File: src/hdl/fs_ram.sv
module fs_ram #(
    parameter int DEPTH = 64,
    parameter int WIDTH = 32
) (
    input  logic                     i_clk,
    input  logic                     i_we,
    input  logic [$clog2(DEPTH)-1:0] i_waddr,
    input  logic [WIDTH-1:0]         i_wdata,
    input  logic                     i_re,
    input  logic [$clog2(DEPTH)-1:0] i_raddr,
    output logic [WIDTH-1:0]         o_rdata
);

    logic [WIDTH-1:0] r_mem [DEPTH];
    logic [WIDTH-1:0] r_rdata;

    // One write port.
    always_ff @(posedge i_clk) begin
        if (i_we) begin
            r_mem[i_waddr] <= i_wdata;
        end
    end

    // One read port with registered data that holds while not enabled.
    always_ff @(posedge i_clk) begin
        if (i_re) begin
            r_rdata <= r_mem[i_raddr];
        end
    end

    assign o_rdata = r_rdata;

endmodule

File: config.mk
export PLATFORM = sky130hd
export DESIGN_NAME = fs_ram
export DESIGN_NICKNAME = d
export VERILOG_FILES = /design/src/hdl/fs_ram.sv
export SDC_FILE = /design/constraint.sdc
export NUM_CORES = 2
export LEC_CHECK = 0
export BUFFER_PORTS_ARGS = -buffer_cell sky130_fd_sc_hd__buf_4
export CORE_UTILIZATION = 40
export DETAILED_ROUTE_END_ITERATION = 10
export SKIP_CTS_REPAIR_TIMING = 1
export SYNTH_ARGS = -nofsm -noshare
export SYNTH_HDL_FRONTEND = slang
export SYNTH_SLANG_ARGS = --single-unit
File: constraint.sdc
create_clock -name i_clk -period 5 [get_ports i_clk]
set_clock_uncertainty 0.2 [all_clocks]
set_input_delay 1.25 -clock i_clk [delete_from_list [all_inputs] [get_ports i_clk]]
set_output_delay 1.25 -clock i_clk [all_outputs]
set_load 0.005 [all_outputs]
==> flow_summary.ini <==
[cells_and_area]
fillers = 16000
multi_input_comb_area_sq_mm = 0.0160
drive_gt1_share_pct = 30.9
final_nets = 3681
sequential_cell_area_sq_mm = 0.0625
synthToLayoutAreaGrowth_pct = 14.7

[yosys]
syn-cell-area_sq_mm = 0.0788
netlist-cell-type-count = 33
synthesis.nets = 3371
synth_top_area_share_pct = 79.2
post_syn_instances = 3324
post-synth-top-area-cell = sky130_fd_sc_hd__edfxtp_1
synth_seq_cells = 2080
average_footprint_of_a_synthesized_cell_sq_um = 23.7
ys_seq_area_share_pct = 79.2
yosysWarnings = 0
synth_area_leaders = sky130_fd_sc_hd__edfxtp_1 79%, sky130_fd_sc_hd__mux4_2 16%, sky130_fd_sc_hd__mux2i_1 1.2%

[job]
max_cap_viols = 0

[clock_network]
number_of_cts_inserted_buffers = 199
ctsLongestPathBuffers = 3
clock_latency_ps = 850
cts.reportedPaths.clkPinSlew_ps = 60
root_buffer = sky130_fd_sc_hd__clkbuf_16
total_clock_sinks = 2080
tritoncts = built
cts-htree-levels = 4

[grt]
grt_start_max_net_pins = 65
track_usage_pct = 21.1
initial_antenna_violation_count = 13
grt_first_pass_wirelength_um = 292000
globalRoute.totalOverflow = 0
first_global_vias = 37500

[pwr]
combinationalPowerShare_pct = 5.3
internal_power_uw = 28000
ir_drop_v = 0.000397
netSwitchingPower_uw = 7680
power_total_uw = 35700
cell_leakage_power_uw = 0.0280
switching_share_of_power_pct = 21.5
sequentialPowerShare_pct = 54.4
clock_power_share_pct = 40.3
powerDensity_mw_per_mm2 = 395

[timing]
final-max-slew-violation-count = 0
grt_setup_unrepaired = no
achievable-frequency_mhz = 253
fin_crit_ps = 3950
worst-slew-pin-transition_ps = 1000
relSlewSlack_pct = 33.3
timing.final.hold_violations = 0
report.final.setup_viol = 0
finalSetupTns_ps = 0
timing.final.crit_share_pct = 79.1

[routing]
viasPerCell = 5.85
dr.pass1.iters = 5
routed-via-count = 37600
drc_errors = 0
drt_first_iter_violations = 4680
ant_nets = 0
wire_per_inst_um = 32.6
postRouteWirelength_um = 210000

[die]
start_util_pct = 40.3
placeableCoreArea_sq_mm = 0.195
std_cell_rows = 162
top_level_ports = 79
die_width_um = 446
die_h_um = 446
design.die.area_sq_mm = 0.199

[placement]
port-buffer-count = 78
globalplace.congestion = 0.819
hpwl_um = 117000

[status]
status = complete, no violations

[hold_path]
class_of_the_most_critical_hold_timing_path = reg -> reg
holdPathStages = 4

[worst_setup_path]
crit_path_end_kind = flop
critical_path.max_fanout = 33
critPathKind = in -> reg
timing.critical_path.required_ps = 5360
worstPathArrival_ps = 4310
r2r_cells = 4
kind_of_launch_point_of_the_worst_setup_path = input port
-- path summary, 6_finish.rpt --
path                 start          end  slack, ps
min           r_mem[12][8]   o_rdata[8]        660
min reg2reg   r_mem[12][8]   o_rdata[8]        660
max reg2reg  r_mem[47][23]  o_rdata[23]       2250
max             i_raddr[0]  o_rdata[23]       1050
-- layer usage --
metal	GRT usage (%)	up-vias	share of wire (%)
met2	33.9	1682	48
met5	0	-	0.023
met1	29.9	20700	41
met3	3.47	271	7.8
met4	5.95	8	3.2
li1	-	14900	-
-- cells in the mapped netlist (all sizes together) --
cell / count
a21oi: 62
a22oi: 12
a311oi: 8
a31oi: 1
a41o: 4
and2: 2
and3: 4
buf: 108
clkbuf: 74
edfxtp: 2080
mux2i: 93
mux4: 544
nand2: 26
nand2b: 8
nand3: 5
nand3b: 5
nand4: 2
nand4b: 1
nor2: 137
nor2b: 15
nor3: 7
o221ai: 27
o22ai: 84
o32ai: 4
or2: 3
or3: 3
or3b: 5
-- cell families (layout without fill, tap and decap cells) --
| group | Yosys count | after routing | synth area share [%] |
|---|---|---|---|
| buf+inv | 182 | 654 | 1.12 |
| flops | 2080 | 2080 | 79.2 |
| compound gates | 202 | 202 | 1.67 |
| mux | 637 | 637 | 16.7 |
| other cells | 0 | 8 | 0 |
| simple gates | 223 | 223 | 1.26 |
-- cell type report --
class                           instances  share of cell area, %
Sequential cell                      2080                   69.1
Multi-Input combinational cell       1062                   17.7
Clock buffer                          244                   5.74
Tap cell                             2624                   3.63
Timing Repair Buffer                  291                   2.82
Clock inverter                        119                   1.03
Antenna cell                            8                 0.0221
-- flip-flops by register name (all words and copies together) (netlist names) --
name / count
r_mem: 2048
o_rdata: 32
-- critical path, cell delays in order --
cell,delay [ps]
sky130_fd_sc_hd__buf_8,400
sky130_fd_sc_hd__buf_12,290
sky130_fd_sc_hd__buf_4,320
sky130_fd_sc_hd__mux4_2,540
sky130_fd_sc_hd__mux4_2,540
sky130_fd_sc_hd__o22ai_1,770
sky130_fd_sc_hd__nor2_1,110
-- stage by stage --
step | instances | utilization [%] | cell area (sq um) | setup WS, ps | hold WS (ps)
detailed placement | 6057 | 43.1 | 84300 | 112 | 635
finish | 6428 | 46.3 | 90400 | 1050 | 662
CTS | 6420 | 46.3 | 90400 | 1010 | 651
floorplan | 3324 | - | 78800 | 390 | 550
global route | 6421 | 46.3 | 90400 | 1050 | 765
global placement | 6057 | 43.1 | 84300 | 121 | 633
-- cell usage in the layout, fill, tap and decap left out, types with 43 or more instances in the layout --
cell and instances:
sky130_fd_sc_hd__clkbuf_1 43, sky130_fd_sc_hd__mux4_2 544, sky130_fd_sc_hd__nor2_4 62, sky130_fd_sc_hd__o22ai_1 84, sky130_fd_sc_hd__edfxtp_1 2080, sky130_fd_sc_hd__buf_4 260, sky130_fd_sc_hd__clkinv_1 50, sky130_fd_sc_hd__clkbuf_16 201
sky130_fd_sc_hd__a21oi_1 62, sky130_fd_sc_hd__nor2_1 75, sky130_fd_sc_hd__mux2i_1 93
-- power by group through the flow --
stage	clock [uW]	sequential, uW	combinational (uW)
2_1_floorplan	0	19700	939
3_3_place_gp	0	19800	1900
3_5_place_dp	0	19800	1910
4_1_cts	14600	19400	1910
5_1_grt	15200	19400	1990
6_report	14400	19400	1900
Note: power is estimated with default switching activity, not from simulation.
