$ cat config.mk
export PLATFORM = sky130hd
export DESIGN_NAME = fs_alu
export DESIGN_NICKNAME = d
export VERILOG_FILES = /design/src/hdl/fs_pkg.sv /design/src/hdl/fs_alu.sv
export SDC_FILE = /design/constraint.sdc
export NUM_CORES = 1
export LEC_CHECK = 0
export ABC_AREA = 1
export BUFFER_PORTS_ARGS = -buffer_cell sky130_fd_sc_hd__buf_2
export CORE_ASPECT_RATIO = 0.9
export CORE_UTILIZATION = 33
export DETAILED_ROUTE_END_ITERATION = 8
export SKIP_LAST_GASP = 1
export SLEW_MARGIN = 20
export SYNTH_ARGS = -nofsm -noshare
export SYNTH_HDL_FRONTEND = slang
export SYNTH_SLANG_ARGS = --single-unit
export TNS_END_PERCENT = 10
$ cat constraint.sdc
create_clock -name vclk -period 4.8
set_input_delay 0.72 -clock vclk [all_inputs]
set_output_delay 0.72 -clock vclk [all_outputs]
set_load 0.05 [all_outputs]
$ cat src/hdl/fs_pkg.sv
package fs_pkg;

    // Storage sizes.
    localparam int WORD_DEPTH       = 1024;
    localparam int RECORD_DEPTH     = 64;
    localparam int RECORD_MAX_WORDS = 64;

    // Field widths.
    localparam int DATA_W = 32;
    localparam int WT_W   = $clog2(WORD_DEPTH + 1);
    localparam int WA_W   = $clog2(WORD_DEPTH);
    localparam int RC_W   = $clog2(RECORD_DEPTH + 1);
    localparam int RA_W   = $clog2(RECORD_DEPTH);
    localparam int LEN_W  = $clog2(RECORD_MAX_WORDS + 1);

    // Input kinds carried on the slave tuser.
    localparam logic ACT_PUSH = 1'b0;
    localparam logic ACT_POP  = 1'b1;

    // Result kinds carried on the master tuser.
    typedef enum logic [1:0] {
        ST_WORD     = 2'd0,
        ST_EMPTY    = 2'd1,
        ST_OVERFLOW = 2'd2
    } t_status;

    // Sequencer states.
    typedef enum logic [1:0] {
        S_IDLE,
        S_LRD,
        S_LEN,
        S_RD
    } t_state;

    // Request to the shared address adder.
    typedef struct packed {
        logic [WT_W-1:0] a;
        logic [WT_W-1:0] b;
        logic            sub;
    } t_alu_req;

endpackage

$ cat src/hdl/fs_alu.sv
module fs_alu (
    input  fs_pkg::t_alu_req         i_req,
    output logic [fs_pkg::WT_W-1:0]  o_result
);

    import fs_pkg::*;

    // Shared address adder: word top increment, record base and read address step.
    always_comb begin
        if (i_req.sub) begin
            o_result = i_req.a - i_req.b;
        end else begin
            o_result = i_req.a + i_req.b;
        end
    end

endmodule
==> metrics.md <==
| Metric | Value |
|---|---|
| Run status | `finished, final reports clean` |
| Antenna diode instance count | `0` |
| Sequential fraction of the synthesis area | `0` |
| Final nets | `~220` |
| Clock buf count | `0` |
| PwrDens | `238 nW/um^2` |
| Number of global-route vias before repair | `819` |
| Worst-path cell chain | `buf_2, inv_1, ha_1, nand3_1, o21ai_1, xor2_1, inv_1, ha_1, nand2_1, inv_1, a21oi_1, nand3_2, inv_2, nand2_1, nand2_1, buf_2` |
| Max-Cap Viols | `0` |
| Mux cell area share after synthesis | `0` |
| Die Ht | `~50 microns` |
| Mean number of vias per cell | `between 4 and 5` |
| Type of element launching the critical path | `input pin` |
| Routed vias | `991` |
| Post-Synth Simple-Gate Area | `0.468` |
| FFs & Latches | `0` |
| Share of layout cells above drive strength 1 | `0.253` |
| DIE AREA | `2750 sq um` |
| Comb power frac | `1.000` |
| Final Cell Area | `roughly 1000 sq um` |
| WL met1 | `1010 microns` |
| Slew headroom | `0.753` |
| Power, Total | `0.000248 W` |
| Setup_tns | `0 ns` |
| Post-layout min period | `3.46 ns` |
| WP data arrival | `2.74 ns` |
| Metal2 WL | `between 900 and 1000 microns` |
| RePlAce Congestion | `approximately 0.8` |
| Psw | `0.000178 W` |
| Share of the synthesized area in the top cell type | `0.219` |
| Sw frac | `0.716` |
| First-pass GRT wire length | `3240 microns` |
| Total gr overflow | `0` |
| Final hold vios | `0` |
| Most frequent cell after synthesis | `nand2_1` |
| PortBufs | `34` |
| Post-synth top cells | `nand2_1 (49), inv_1 (23), nand3_1 (16)` |
| YS warnings | `0` |
| Crit end category | `output port` |
| Met3 WL post-DR | `about 70 microns` |
| Gr usage total | `0.152` |
| Largest area contributor in the netlist | `nand2_1` |
| Post-Synth Adder-Cell Area | `0.203` |
| Maximum vdd drop | `138 uV` |
| Clock Power Share | `0` |
| Routed len/inst | `just over 9 microns` |
| Crit-path max cell delay | `0.31 ns` |
| Final core occ | `0.457` |
| Mapped Cells | `152` |
| Critical path buffers and inverters | `6` |
| Row cnt | `16` |
| Detailed placement HPWL | `around 1800 microns` |
| Synth Area in Compound Gates | `0.0790` |
| Slew Limit Fails | `0` |
| Synth top area cells | `nand2_1 (22%), ha_1 (18%), xor2_1 (11%)` |
| Max Fclk | `289 MHz` |
| Drt pass-1 iters | `4` |
| Worst min path class | `in -> out` |
| Highest Signal Layer | `met3` |
| DIE WIDTH | `55.2 microns` |
| Post-Synthesis Net Count | `188` |
| Largest net degree at the start of global routing | `10` |
| Post-CTS Setup Inserts | `0` |
| DRT iter0 DRCs | `10` |
| Worst path required time | `4.08 ns` |
| DP Area | `around 1000 sq um` |
| Post-cts resize count | `0` |
| Main combinational cell family by area after synthesis | `simple AND/OR/NAND/NOR gates` |
| Crit Path Category | `in -> out` |
| Setup-failing EPs final | `0` |
| Sequential Power Share | `0` |
| Yosys cell types | `20` |
| Internal Power | `0.0000704 W` |
| Final antenna-violating net count | `0` |
| Initial antenna violation count | `0` |
| Syn Area/Cell | `5.52 sq um` |
| Core area | `2280 sq um` |
| Total length of routed wires | `1990 microns` |
| Tightest Pin Transition | `0.367 ns` |
| Lkg Pwr | `between 0.6 and 0.7 nW` |
| Hold_buf cts | `0` |
| Mapped cell area | `between 800 and 900 sq um` |
| Crit path max fanout | `5` |
| RSZ-0062 raised after global routing | `no` |
| XOR/XNOR Fraction of Synth Area | `0.125` |
| DRC | `0` |
| I/O Pins | `34` |
| Slowest cell on the critical path | `ha_1` |
| Tcrit/Tclk final | `0.721` |
| Reg area | `0 sq um` |
| P&R area growth vs syn | `24.3%` |
| Initial core utilization | `0.368` |
| Critical path's top delay family | `buffers and inverters` |
power groups by stage:
stage                     Sequential (W)  Combinational, W  Clock, W
after detailed placement               0          0.000250         0
after CTS                              0          0.000250         0
final                                  0          0.000248         0
after floorplan                        0          0.000197         0
after global placement                 0          0.000248         0
after global routing                   0          0.000273         0
cell families (layout without fill, tap and decap cells):
logic type      after synthesis  in the layout
buf+inv                      28             62
compound gates               11             11
xor+xnor                     12             12
simple gates                 88             88
fa+ha+maj                    13             13
tightest hold or removal path, delay by kind of cell:
kind	cells	cell delay (ns)
buffers and inverters	3	0.32
adders and majority gates	1	0.12
placed cells by master, fill, tap and decap left out, types with 2 or more instances in the layout:
master,instances
nand2_1,49
buf_2,34
inv_1,23
nand3_1,16
ha_1,12
xor2_1,11
nor2_1,10
inv_2,5
nand4_1,4
a21oi_1,4
nor2_2,3
nand2_2,2
a21o_1,2
o21ai_1,2
nand3b_1,2
nand3_2,2
per-stage QoR:
step | hold WS [ns] | worst slack, ns | std cells
after floorplan | 1.73 | 1.35 | 152
after global placement | 1.88 | 1.38 | 213
after detailed placement | 1.87 | 1.32 | 213
after CTS | 1.87 | 1.31 | 213
after global routing | 1.91 | 1.07 | 213
final | 1.87 | 1.34 | 213
per-layer routing:
layer	GRT usage	up-vias
li1	-	553
met1	0.218	417
met2	0.263	21
met3	0	0
met4	0	0
met5	0	-
final cells by class:
cell class,count,area [sq um]
fill,282,1240
multi-input combinational,124,734
timing repair buffer,34,170
inverter,28,105
tap,27,33.8
final timing paths:
path	start	endpoint	slack (ns)	depth (start not counted)
min	i_req[1]	o_result[0]	1.87	4
max	i_req[2]	o_result[10]	1.34	16
(Power assumes the default switching activity.)
